$ cat src/rtl/vtg_pkg.sv
`default_nettype none

package vtg_pkg;

  typedef enum logic [1:0] {
    MODE_OFF       = 2'd0,
    MODE_SMOOTH    = 2'd1,
    MODE_CHROMATIC = 2'd2,
    MODE_MAJOR     = 2'd3
  } vtg_mode_t;

  typedef enum logic [1:0] {
    CLS_CLIMB = 2'd0,
    CLS_SINK  = 2'd1,
    CLS_DEAD  = 2'd2
  } vtg_class_t;

  localparam logic [1:0] REG_TONE_MODE       = 2'd0;
  localparam logic [1:0] REG_CLIMB_THRESHOLD = 2'd1;
  localparam logic [1:0] REG_SINK_THRESHOLD  = 2'd2;
  localparam logic [1:0] REG_STOP_MUTE       = 2'd3;

  localparam logic signed [15:0] CLIMB_THRESHOLD_RESET = 16'sd200;
  localparam logic signed [15:0] SINK_THRESHOLD_RESET  = -16'sd2000;

  localparam logic [10:0] TONE_LIMIT = 11'd2000;
  localparam logic [10:0] TONE_MAX   = 11'd2047;

  typedef struct packed {
    logic signed [15:0] measured_climb;
    logic signed [15:0] test_climb;
    logic               test_active;
    logic               fix_ok;
    logic               ground_stopped;
    logic [7:0]         elapsed_ticks;
  } vtg_item_t;

  typedef struct packed {
    logic [10:0] tone_value;
    logic        tone_written;
    logic        sound_on;
  } vtg_result_t;

  typedef struct packed {
    vtg_mode_t          mode;
    logic signed [15:0] climb_threshold;
    logic signed [15:0] sink_threshold;
    logic               stop_mute;
  } vtg_cfg_t;

  typedef struct packed {
    logic signed [15:0] up;
    logic [7:0]         ticks;
    logic               mute;
    vtg_class_t         cls;
    logic [10:0]        tone;
    logic [7:0]         period;
  } vtg_work_t;

  function automatic logic [10:0] note_value(input logic [3:0] idx);
    logic [10:0] v;
    unique case (idx)
      4'd0:    v = 11'd2004;
      4'd1:    v = 11'd1891;
      4'd2:    v = 11'd1785;
      4'd3:    v = 11'd1685;
      4'd4:    v = 11'd1591;
      4'd5:    v = 11'd1501;
      4'd6:    v = 11'd1417;
      4'd7:    v = 11'd1337;
      4'd8:    v = 11'd1262;
      4'd9:    v = 11'd1192;
      4'd10:   v = 11'd1125;
      4'd11:   v = 11'd1061;
      default: v = 11'd0;
    endcase
    return v;
  endfunction

  function automatic logic [3:0] major_note(input logic [2:0] idx);
    logic [3:0] n;
    unique case (idx)
      3'd0:    n = 4'd0;
      3'd1:    n = 4'd2;
      3'd2:    n = 4'd4;
      3'd3:    n = 4'd5;
      3'd4:    n = 4'd7;
      3'd5:    n = 4'd9;
      default: n = 4'd11;
    endcase
    return n;
  endfunction

endpackage

`default_nettype wire

$ cat src/rtl/vtg_front.sv
`default_nettype none

module vtg_front
  import vtg_pkg::*;
(
  input  wire logic      clk,
  input  wire logic      rst,
  input  wire logic      accept,
  input  wire vtg_item_t item,
  input  wire vtg_cfg_t  cfg,
  output logic           push,
  output vtg_work_t      work
);

  logic               s1_valid;
  logic signed [15:0] s1_up;
  logic [7:0]         s1_ticks;
  logic               s1_mute;

  logic               is_climb;
  logic               is_sink;
  logic               major;
  logic               use_scale;
  vtg_class_t         cls;
  logic signed [15:0] thr;
  logic signed [17:0] x;
  logic               x_big;
  logic [14:0]        x_low;
  logic [15:0]        q_recip;
  logic [30:0]        q_prod;
  logic [3:0]         q;
  logic signed [13:0] smooth_climb;
  logic signed [13:0] smooth_sink;
  logic [10:0]        smooth_tone;
  logic signed [15:0] half;
  logic signed [16:0] t;
  logic [7:0]         period;

  logic               s2_valid;
  logic signed [15:0] s2_up;
  logic [7:0]         s2_ticks;
  logic               s2_mute;
  vtg_class_t         s2_cls;
  logic [10:0]        s2_smooth;
  logic [7:0]         s2_period;
  logic               s2_neg;
  logic               s2_big;
  logic [14:0]        s2_low;
  logic [3:0]         s2_q;
  logic               s2_major;
  logic               s2_scale;
  logic [15:0]        rem_w;

  logic               s3_valid;
  logic signed [15:0] s3_up;
  logic [7:0]         s3_ticks;
  logic               s3_mute;
  vtg_class_t         s3_cls;
  logic [10:0]        s3_smooth;
  logic [7:0]         s3_period;
  logic               s3_neg;
  logic               s3_big;
  logic [3:0]         s3_q;
  logic               s3_major;
  logic               s3_scale;
  logic [10:0]        s3_rem;

  logic [21:0]        prod_c;
  logic [21:0]        prod_m;
  logic [2:0]         n_major;
  logic [3:0]         note_idx;
  logic [10:0]        note_base;
  logic [10:0]        v;
  logic [11:0]        diff;
  logic [10:0]        scale_tone;

  always_ff @(posedge clk) begin
    if (rst) begin
      s1_valid <= 1'b0;
      s2_valid <= 1'b0;
      s3_valid <= 1'b0;
    end else begin
      s1_valid <= accept;
      s2_valid <= s1_valid;
      s3_valid <= s2_valid;
    end
  end

  always_ff @(posedge clk) begin
    s1_up    <= item.test_active ? item.test_climb : item.measured_climb;
    s1_ticks <= item.elapsed_ticks;
    s1_mute  <= (cfg.mode == MODE_OFF) ||
                (!item.test_active &&
                 (!item.fix_ok || (item.ground_stopped && cfg.stop_mute)));
  end

  always_comb begin
    is_climb  = s1_up >= cfg.climb_threshold;
    is_sink   = s1_up <= cfg.sink_threshold;
    major     = cfg.mode == MODE_MAJOR;
    use_scale = (cfg.mode == MODE_CHROMATIC) || (cfg.mode == MODE_MAJOR);
    if (is_climb) begin
      cls = CLS_CLIMB;
    end else if (is_sink) begin
      cls = CLS_SINK;
    end else begin
      cls = CLS_DEAD;
    end
    thr   = is_climb ? cfg.climb_threshold : cfg.sink_threshold;
    x     = 18'(s1_up) + (major ? 18'sd4000 : 18'sd2000) - 18'(thr);
    x_big = !x[17] && (x >= (major ? 18'sd32000 : 18'sd16000));
    x_low = x[14:0];

    // Octave by reciprocal multiply; exact over the range where it matters.
    q_recip = major ? 16'd33555 : 16'd16778;
    q_prod  = 31'(x_low) * 31'(q_recip);
    q       = major ? q_prod[29:26] : q_prod[27:24];

    smooth_climb = 14'sd1600 + 14'(s1_up >>> 4);
    smooth_sink  = 14'sd1500 + 14'(s1_up >>> 3);
    if (is_climb) begin
      if (smooth_climb < 14'sd0) begin
        smooth_tone = 11'd0;
      end else if (smooth_climb > 14'sd2000) begin
        smooth_tone = TONE_LIMIT;
      end else begin
        smooth_tone = smooth_climb[10:0];
      end
    end else begin
      if (smooth_sink < 14'sd0) begin
        smooth_tone = 11'd0;
      end else if (smooth_sink > 14'sd2047) begin
        smooth_tone = TONE_MAX;
      end else begin
        smooth_tone = smooth_sink[10:0];
      end
    end

    // Halving rounds toward zero.
    half   = (s1_up + $signed({15'd0, s1_up[15]})) >>> 1;
    t      = 17'sd3840 - 17'(half);
    period = (t < 17'sd128) ? 8'd1 : t[14:7];
  end

  always_ff @(posedge clk) begin
    s2_up     <= s1_up;
    s2_ticks  <= s1_ticks;
    s2_mute   <= s1_mute;
    s2_cls    <= cls;
    s2_smooth <= smooth_tone;
    s2_period <= period;
    s2_neg    <= x[17];
    s2_big    <= x_big;
    s2_low    <= x_low;
    s2_q      <= q;
    s2_major  <= major;
    s2_scale  <= use_scale;
  end

  assign rem_w = 16'(s2_low) - 16'(s2_q) * (s2_major ? 16'd2000 : 16'd1000);

  always_ff @(posedge clk) begin
    s3_up     <= s2_up;
    s3_ticks  <= s2_ticks;
    s3_mute   <= s2_mute;
    s3_cls    <= s2_cls;
    s3_smooth <= s2_smooth;
    s3_period <= s2_period;
    s3_neg    <= s2_neg;
    s3_big    <= s2_big;
    s3_q      <= s2_q;
    s3_major  <= s2_major;
    s3_scale  <= s2_scale;
    s3_rem    <= rem_w[10:0];
  end

  always_comb begin
    prod_c   = 22'(s3_rem) * 22'd1561;
    prod_m   = 22'(s3_rem) * 22'd917;
    n_major  = (prod_m[20:18] > 3'd6) ? 3'd6 : prod_m[20:18];
    note_idx = s3_major ? major_note(n_major) : prod_c[20:17];
    note_base = note_value(note_idx);
    v        = note_base >> s3_q;
    diff     = 12'd2048 - 12'(v);
    if (s3_neg) begin
      scale_tone = 11'd0;
    end else if (s3_big || (v < 11'd48)) begin
      scale_tone = TONE_LIMIT;
    end else begin
      scale_tone = diff[10:0];
    end
  end

  always_comb begin
    push        = s3_valid;
    work.up     = s3_up;
    work.ticks  = s3_ticks;
    work.mute   = s3_mute;
    work.cls    = s3_cls;
    work.tone   = s3_scale ? scale_tone : s3_smooth;
    work.period = s3_period;
  end

endmodule

`default_nettype wire

$ cat src/rtl/vtg_queue.sv
`default_nettype none

module vtg_queue
  import vtg_pkg::*;
#(
  parameter int DEPTH = 8
) (
  input  wire logic      clk,
  input  wire logic      rst,
  input  wire logic      push,
  input  wire vtg_work_t push_data,
  input  wire logic      pop,
  output logic           valid,
  output vtg_work_t      data
);

  localparam int PTR_W = (DEPTH > 1) ? $clog2(DEPTH) : 1;
  localparam int CNT_W = $clog2(DEPTH + 1);

  vtg_work_t        entries [DEPTH];
  logic [PTR_W-1:0] wr_ptr;
  logic [PTR_W-1:0] rd_ptr;
  logic [CNT_W-1:0] count;

  always_ff @(posedge clk) begin
    if (rst) begin
      wr_ptr <= '0;
      rd_ptr <= '0;
      count  <= '0;
    end else begin
      if (push) begin
        wr_ptr <= (wr_ptr == PTR_W'(DEPTH - 1)) ? '0 : wr_ptr + 1'b1;
      end
      if (pop) begin
        rd_ptr <= (rd_ptr == PTR_W'(DEPTH - 1)) ? '0 : rd_ptr + 1'b1;
      end
      if (push && !pop) begin
        count <= count + 1'b1;
      end else if (pop && !push) begin
        count <= count - 1'b1;
      end
    end
  end

  always_ff @(posedge clk) begin
    if (push) begin
      entries[wr_ptr] <= push_data;
    end
  end

  assign valid = count != '0;
  assign data  = entries[rd_ptr];

endmodule

`default_nettype wire

$ cat src/rtl/vtg_back.sv
`default_nettype none

module vtg_back
  import vtg_pkg::*;
(
  input  wire logic      clk,
  input  wire logic      rst,
  input  wire vtg_mode_t mode,
  input  wire logic      q_valid,
  input  wire vtg_work_t work,
  output logic           pop,
  output logic           result_valid,
  input  wire logic      result_stall,
  output vtg_result_t    result
);

  logic signed [15:0] last_climb;
  logic               last_valid;
  vtg_mode_t          last_mode;
  logic [7:0]         blink_period;
  logic [8:0]         blink_count;
  logic [10:0]        tone_reg;
  logic               sound_level;
  logic               written;

  logic signed [15:0] last_climb_next;
  logic               last_valid_next;
  vtg_mode_t          last_mode_next;
  logic [7:0]         blink_period_next;
  logic [8:0]         blink_count_next;
  logic [10:0]        tone_reg_next;
  logic               sound_level_next;
  logic               written_next;
  logic [8:0]         count_sum;

  always_comb begin
    pop               = q_valid && (!result_valid || !result_stall);
    last_climb_next   = last_climb;
    last_valid_next   = last_valid;
    last_mode_next    = last_mode;
    blink_period_next = blink_period;
    blink_count_next  = blink_count;
    tone_reg_next     = tone_reg;
    sound_level_next  = sound_level;
    written_next      = 1'b0;
    count_sum         = blink_count + 9'(work.ticks);
    if (work.mute) begin
      sound_level_next = 1'b0;
    end else begin
      if (!last_valid || (work.up != last_climb) || (mode != last_mode)) begin
        last_valid_next = 1'b1;
        last_climb_next = work.up;
        last_mode_next  = mode;
        unique case (work.cls)
          CLS_CLIMB: begin
            blink_period_next = work.period;
            tone_reg_next     = work.tone;
            written_next      = 1'b1;
          end
          CLS_SINK: begin
            blink_period_next = 8'd0;
            tone_reg_next     = work.tone;
            written_next      = 1'b1;
            sound_level_next  = 1'b1;
          end
          default: begin
            blink_period_next = 8'd0;
            sound_level_next  = 1'b0;
          end
        endcase
      end
      if (blink_period_next != 8'd0) begin
        if (count_sum > {1'b0, blink_period_next}) begin
          blink_count_next = 9'd0;
          sound_level_next = !sound_level_next;
        end else begin
          blink_count_next = count_sum;
        end
      end
    end
  end

  always_ff @(posedge clk) begin
    if (rst) begin
      last_climb   <= '0;
      last_valid   <= 1'b0;
      last_mode    <= MODE_OFF;
      blink_period <= '0;
      blink_count  <= '0;
      tone_reg     <= '0;
      sound_level  <= 1'b0;
      written      <= 1'b0;
      result_valid <= 1'b0;
    end else begin
      if (pop) begin
        last_climb   <= last_climb_next;
        last_valid   <= last_valid_next;
        last_mode    <= last_mode_next;
        blink_period <= blink_period_next;
        blink_count  <= blink_count_next;
        tone_reg     <= tone_reg_next;
        sound_level  <= sound_level_next;
        written      <= written_next;
      end
      result_valid <= pop || (result_valid && result_stall);
    end
  end

  always_comb begin
    result.tone_value   = tone_reg;
    result.tone_written = written;
    result.sound_on     = sound_level;
  end

endmodule

`default_nettype wire

$ cat src/rtl/vario_tone_generator.sv
// Variometer tone generator. Each transaction on the item channel carries one
// climb-rate update and yields exactly one result transaction with the tone
// register value, a flag telling whether the tone was rewritten, and the sound
// enable. The block sustains one transaction per clock cycle while the result
// channel is not stalled. That rate is set by the state update in the back end;
// the three-stage front end that computes candidate tones runs freely, and the
// queue between them must hold at least five entries for full rate. Item stall
// rises only when the queue and front end together hold QUEUE_DEPTH items.
// Configuration registers may be written only while no transaction is in
// flight.
`default_nettype none

module vario_tone_generator
  import vtg_pkg::*;
#(
  parameter int QUEUE_DEPTH = 8
) (
  input  wire logic        clk,
  input  wire logic        rst,
  input  wire logic        item_valid,
  output logic             item_stall,
  input  wire vtg_item_t   item,
  output logic             result_valid,
  input  wire logic        result_stall,
  output vtg_result_t      result,
  input  wire logic        cfg_valid,
  output logic             cfg_ready,
  input  wire logic [1:0]  cfg_index,
  input  wire logic [15:0] cfg_data
);

  localparam int CNT_W = $clog2(QUEUE_DEPTH + 1);

  vtg_cfg_t         cfg;
  logic [CNT_W-1:0] credits;
  logic             accept;
  logic             push;
  vtg_work_t        push_data;
  logic             pop;
  logic             q_valid;
  vtg_work_t        q_data;

  assign cfg_ready  = 1'b1;
  assign item_stall = credits == CNT_W'(QUEUE_DEPTH);
  assign accept     = item_valid && !item_stall;

  always_ff @(posedge clk) begin
    if (rst) begin
      cfg.mode            <= MODE_OFF;
      cfg.climb_threshold <= CLIMB_THRESHOLD_RESET;
      cfg.sink_threshold  <= SINK_THRESHOLD_RESET;
      cfg.stop_mute       <= 1'b0;
    end else if (cfg_valid && cfg_ready) begin
      unique case (cfg_index)
        REG_TONE_MODE:       cfg.mode            <= vtg_mode_t'(cfg_data[1:0]);
        REG_CLIMB_THRESHOLD: cfg.climb_threshold <= cfg_data;
        REG_SINK_THRESHOLD:  cfg.sink_threshold  <= cfg_data;
        REG_STOP_MUTE:       cfg.stop_mute       <= cfg_data[0];
        default: begin
        end
      endcase
    end
  end

  always_ff @(posedge clk) begin
    if (rst) begin
      credits <= '0;
    end else if (accept && !pop) begin
      credits <= credits + 1'b1;
    end else if (pop && !accept) begin
      credits <= credits - 1'b1;
    end
  end

  vtg_front u_front (
    .clk    (clk),
    .rst    (rst),
    .accept (accept),
    .item   (item),
    .cfg    (cfg),
    .push   (push),
    .work   (push_data)
  );

  vtg_queue #(
    .DEPTH (QUEUE_DEPTH)
  ) u_queue (
    .clk       (clk),
    .rst       (rst),
    .push      (push),
    .push_data (push_data),
    .pop       (pop),
    .valid     (q_valid),
    .data      (q_data)
  );

  vtg_back u_back (
    .clk          (clk),
    .rst          (rst),
    .mode         (cfg.mode),
    .q_valid      (q_valid),
    .work         (q_data),
    .pop          (pop),
    .result_valid (result_valid),
    .result_stall (result_stall),
    .result       (result)
  );

endmodule

`default_nettype wire

$ cat config.mk
export PLATFORM = sky130hd
export DESIGN_NAME = vario_tone_generator
export DESIGN_NICKNAME = d
export VERILOG_FILES = /design/src/rtl/vtg_pkg.sv /design/src/rtl/vtg_front.sv /design/src/rtl/vtg_queue.sv /design/src/rtl/vtg_back.sv /design/src/rtl/vario_tone_generator.sv
export SDC_FILE = /design/constraint.sdc
export NUM_CORES = 1
export LEC_CHECK = 0
export BUFFER_PORTS_ARGS = -buffer_cell sky130_fd_sc_hd__buf_4
export CAP_MARGIN = 25
export CORE_ASPECT_RATIO = 0.9
export CORE_MARGIN = 2
export CORE_UTILIZATION = 55
export DETAILED_ROUTE_END_ITERATION = 12
export PLACE_DENSITY_LB_ADDON = 0.15
export SLEW_MARGIN = 40
export SYNTH_ARGS = -nofsm -noshare
export SYNTH_HDL_FRONTEND = slang
export SYNTH_HIERARCHICAL = 1
export SYNTH_SLANG_ARGS = --single-unit
$ cat constraint.sdc
create_clock -name clk -period 12.15 [get_ports clk]
set_input_delay 0.6075 -clock clk [delete_from_list [all_inputs] [get_ports clk]]
set_output_delay 0.6075 -clock clk [all_outputs]
set_load 0.02 [all_outputs]
==> metrics.md <==
| Metric | Value |
|---|---|
| Final hold violation count | `0` |
| Post-CTS Hold Buffers | `0` |
| Commonest cells in the netlist | `ha_1, edfxtp_1, inv_1, dfxtp_1, nor2_1` |
| Clock skew | `0.0264 ns` |
| Number of global-route vias before repair | `22.8k` |
| FFs w/ async S/R, synth | `0` |
| Pre-CTS setup slack | `0.237 ns` |
| Initial Utilization | `0.553` |
| Setup crit end kind | `flip-flop` |
| Critical path arrival | `11.95 ns` |
| Row count | `88` |
| Final worst slack | `0.706 ns` |
| Req. time, crit path | `12.66 ns` |
| Post-synth top flop | `edfxtp_1` |
| # DRC | `0` |
| Share of cells above drive strength 1 | `0.136` |
| Most common cell in the netlist | `ha_1` |
| Layout Area Growth over Synthesis | `11.1%` |
| GP Congestion | `0.872` |
| N_diodes | `0` |
| Ranking of synthesized cells by area | `edfxtp_1, dfxtp_1, ha_1` |
| Setup violators final | `0` |
| Largest regs | `u_queue/entries: 368 flops, cfg: 35 flops` |
| Synth Area per Inst | `12.3 sq um` |
| CTS tree | `built` |
| Root Driver | `clkbuf_16` |
| Die Y | `244 microns` |
| Detail-routed via count per cell | `5.66` |
| Worst reg2reg path depth | `55` |
| Slew margin rel. | `0.414` |
| Hold Path Class | `in2reg` |
| Global route total overflow | `0` |
| Post-synthesis sequential area ratio | `0.461` |
| Total track usage | `0.239` |
| WHS Path Cells | `1` |
| Register bit total from synthesis | `628` |
| Remaining antenna violation count | `0` |
| Maximum fanout along the worst path | `27` |
| Wire per inst | `19.9 microns` |
| CP max stage delay | `0.56 ns` |
| Outcome | `finished clean` |
| DIE AREA | `66200 sq um` |
| Final #Nets | `3535` |
| Drt pass-1 iters | `5` |
| Ports | `82` |
| Number of synthesized flops with an enable pin | `368` |
| Synth Warn # | `6` |
| Most frequent CP cell | `a21o_1` |
| Post-Layout Cell Count | `3875` |
| Fin Hold WS | `0.0695 ns` |
| Placed instance count | `3755` |
| DR vias | `21.9k` |
| Final period util | `0.942` |
| Top cell type's share of synthesized area | `0.313` |
| Top achievable clock speed | `0.0874 GHz` |
| Worst skew pair latency | `0.64 ns` |
| Yosys cell types | `117` |
| Critical path class | `reg2reg` |
| Initial antenna violation count | `0` |
| Largest net degree at the start of global routing | `65` |
| Max reg flops | `368` |
| DR iter-0 viols | `1556` |
| First-pass GRT wire length | `124 mm` |
| Mapped Area | `35300 sq um` |
| Post-DP HPWL | `54.5 mm` |
| Largest area contributor in the netlist | `edfxtp_1` |
| Post-Synthesis Cells | `2859` |
| Crit start category | `flip-flop` |
| Slew Viols, Final | `0` |
| Top reg by flops | `u_queue/entries` |
| Core ar. | `63800 sq um` |
| Die W | `271 microns` |
| Final wirelength | `77.1 mm` |
| Clock transition at path regs | `0.06 ns` |
| PortBufs | `80` |
| H-tree levels | `2` |
| CTS buffer count | `61` |
| Crit path time final | `11.44 ns` |
| CP max stage cell | `fa_1` |
| Clk buf depth | `3` |
| Max-cap violations | `0` |
| Clock sink count | `628` |
| Slew of the pin with the lowest slew margin | `0.857 ns` |
[cell families after synthesis]
| logic type | after synthesis | share of synthesized area |
|---|---|---|
| muxes | 207 | 0.0999 |
| AOI/OAI and AO/OA | 395 | 0.0762 |
| and+or+nand+nor | 600 | 0.0843 |
| other | 3 | 0.000319 |
| adders and majority gates | 502 | 0.206 |
| DFF | 628 | 0.461 |
| buffers and inverters | 443 | 0.0524 |
| xor gates and xnor gates | 81 | 0.0205 |
[layout make-up]
| class | count | area (sq um) |
|---|---|---|
| Timing Repair Buffer | 121 | 957 |
| Tap cell | 855 | 1070 |
| Multi-Input combinational cell | 1799 | 17400 |
| Clock buffer | 89 | 1800 |
| Inverter | 356 | 1340 |
| Fill cell | 4978 | 24600 |
| Sequential cell | 628 | 16300 |
| Clock inverter | 27 | 359 |
[final timing paths]
kind | startpoint | to | slack [ns]
setup / recovery | cfg[18]$_SDFFE_PP0P_ | u_front/s2_q[2]$_DFF_P_ | 0.71
hold / removal | item[3] | u_front/s1_ticks[3]$_DFF_P_ | 0.07
setup reg to reg | cfg[18]$_SDFFE_PP0P_ | u_front/s2_q[2]$_DFF_P_ | 0.71
hold reg to reg | u_front/s2_mute$_DFF_P_ | u_front/s3_mute$_DFF_P_ | 0.32
[per-layer routing]
metal	part of all wire	up-vias	track usage
met5	0	-	0
met4	0.023	0	0.0648
met3	0.054	120	0.0427
met2	0.46	534	0.384
met1	0.46	10800	0.335
li1	-	10400	-
[metrics by stage]
stage,area [sq um],util,setup TNS [ns]
global route,39200,0.615,-0.0162
floorplan,35300,-,0
global placement,36800,0.578,0
finish,39200,0.615,0
detailed placement,36900,0.579,0
CTS,39100,0.613,0
[placed cells by master (no fill, tap or decap), drive strengths merged, types with 15 or more instances in the layout]
master    n
nor3     33
o22ai    21
edfxtp  368
nand4    26
nand2   158
o21a     21
inv     361
a21oi   119
o21ai    74
mux2i    47
and2     22
buf     121
clkbuf   89
xor2     20
xnor2    60
nand2b   30
nor2    179
dfxtp   260
ha      372
a21o     28
or2      16
mux2     68
and3     15
mux4     92
nor2b    21
fa      130
nand3    42
[worst max-delay path, delay by kind of cell, from the launching register on]
| kind | cells | cell delay [ns] |
|---|---|---|
| xor gates and xnor gates | 2 | 0.39 |
| muxes | 2 | 0.48 |
| DFF | 1 | 0.35 |
| buffers and inverters | 7 | 0.55 |
| AOI/OAI and AO/OA | 29 | 5.03 |
| adders and majority gates | 11 | 4.05 |
| and+or+nand+nor | 4 | 0.44 |
[what timing repair did]
item | CTS | global route
setup buffers | 0 | 4
setup endpoints to repair | 0 | 4
gates resized for setup | 0 | 17
Power is not shown: default switching activity piles up to over one toggle a cycle in this logic, so the estimate is an artifact.
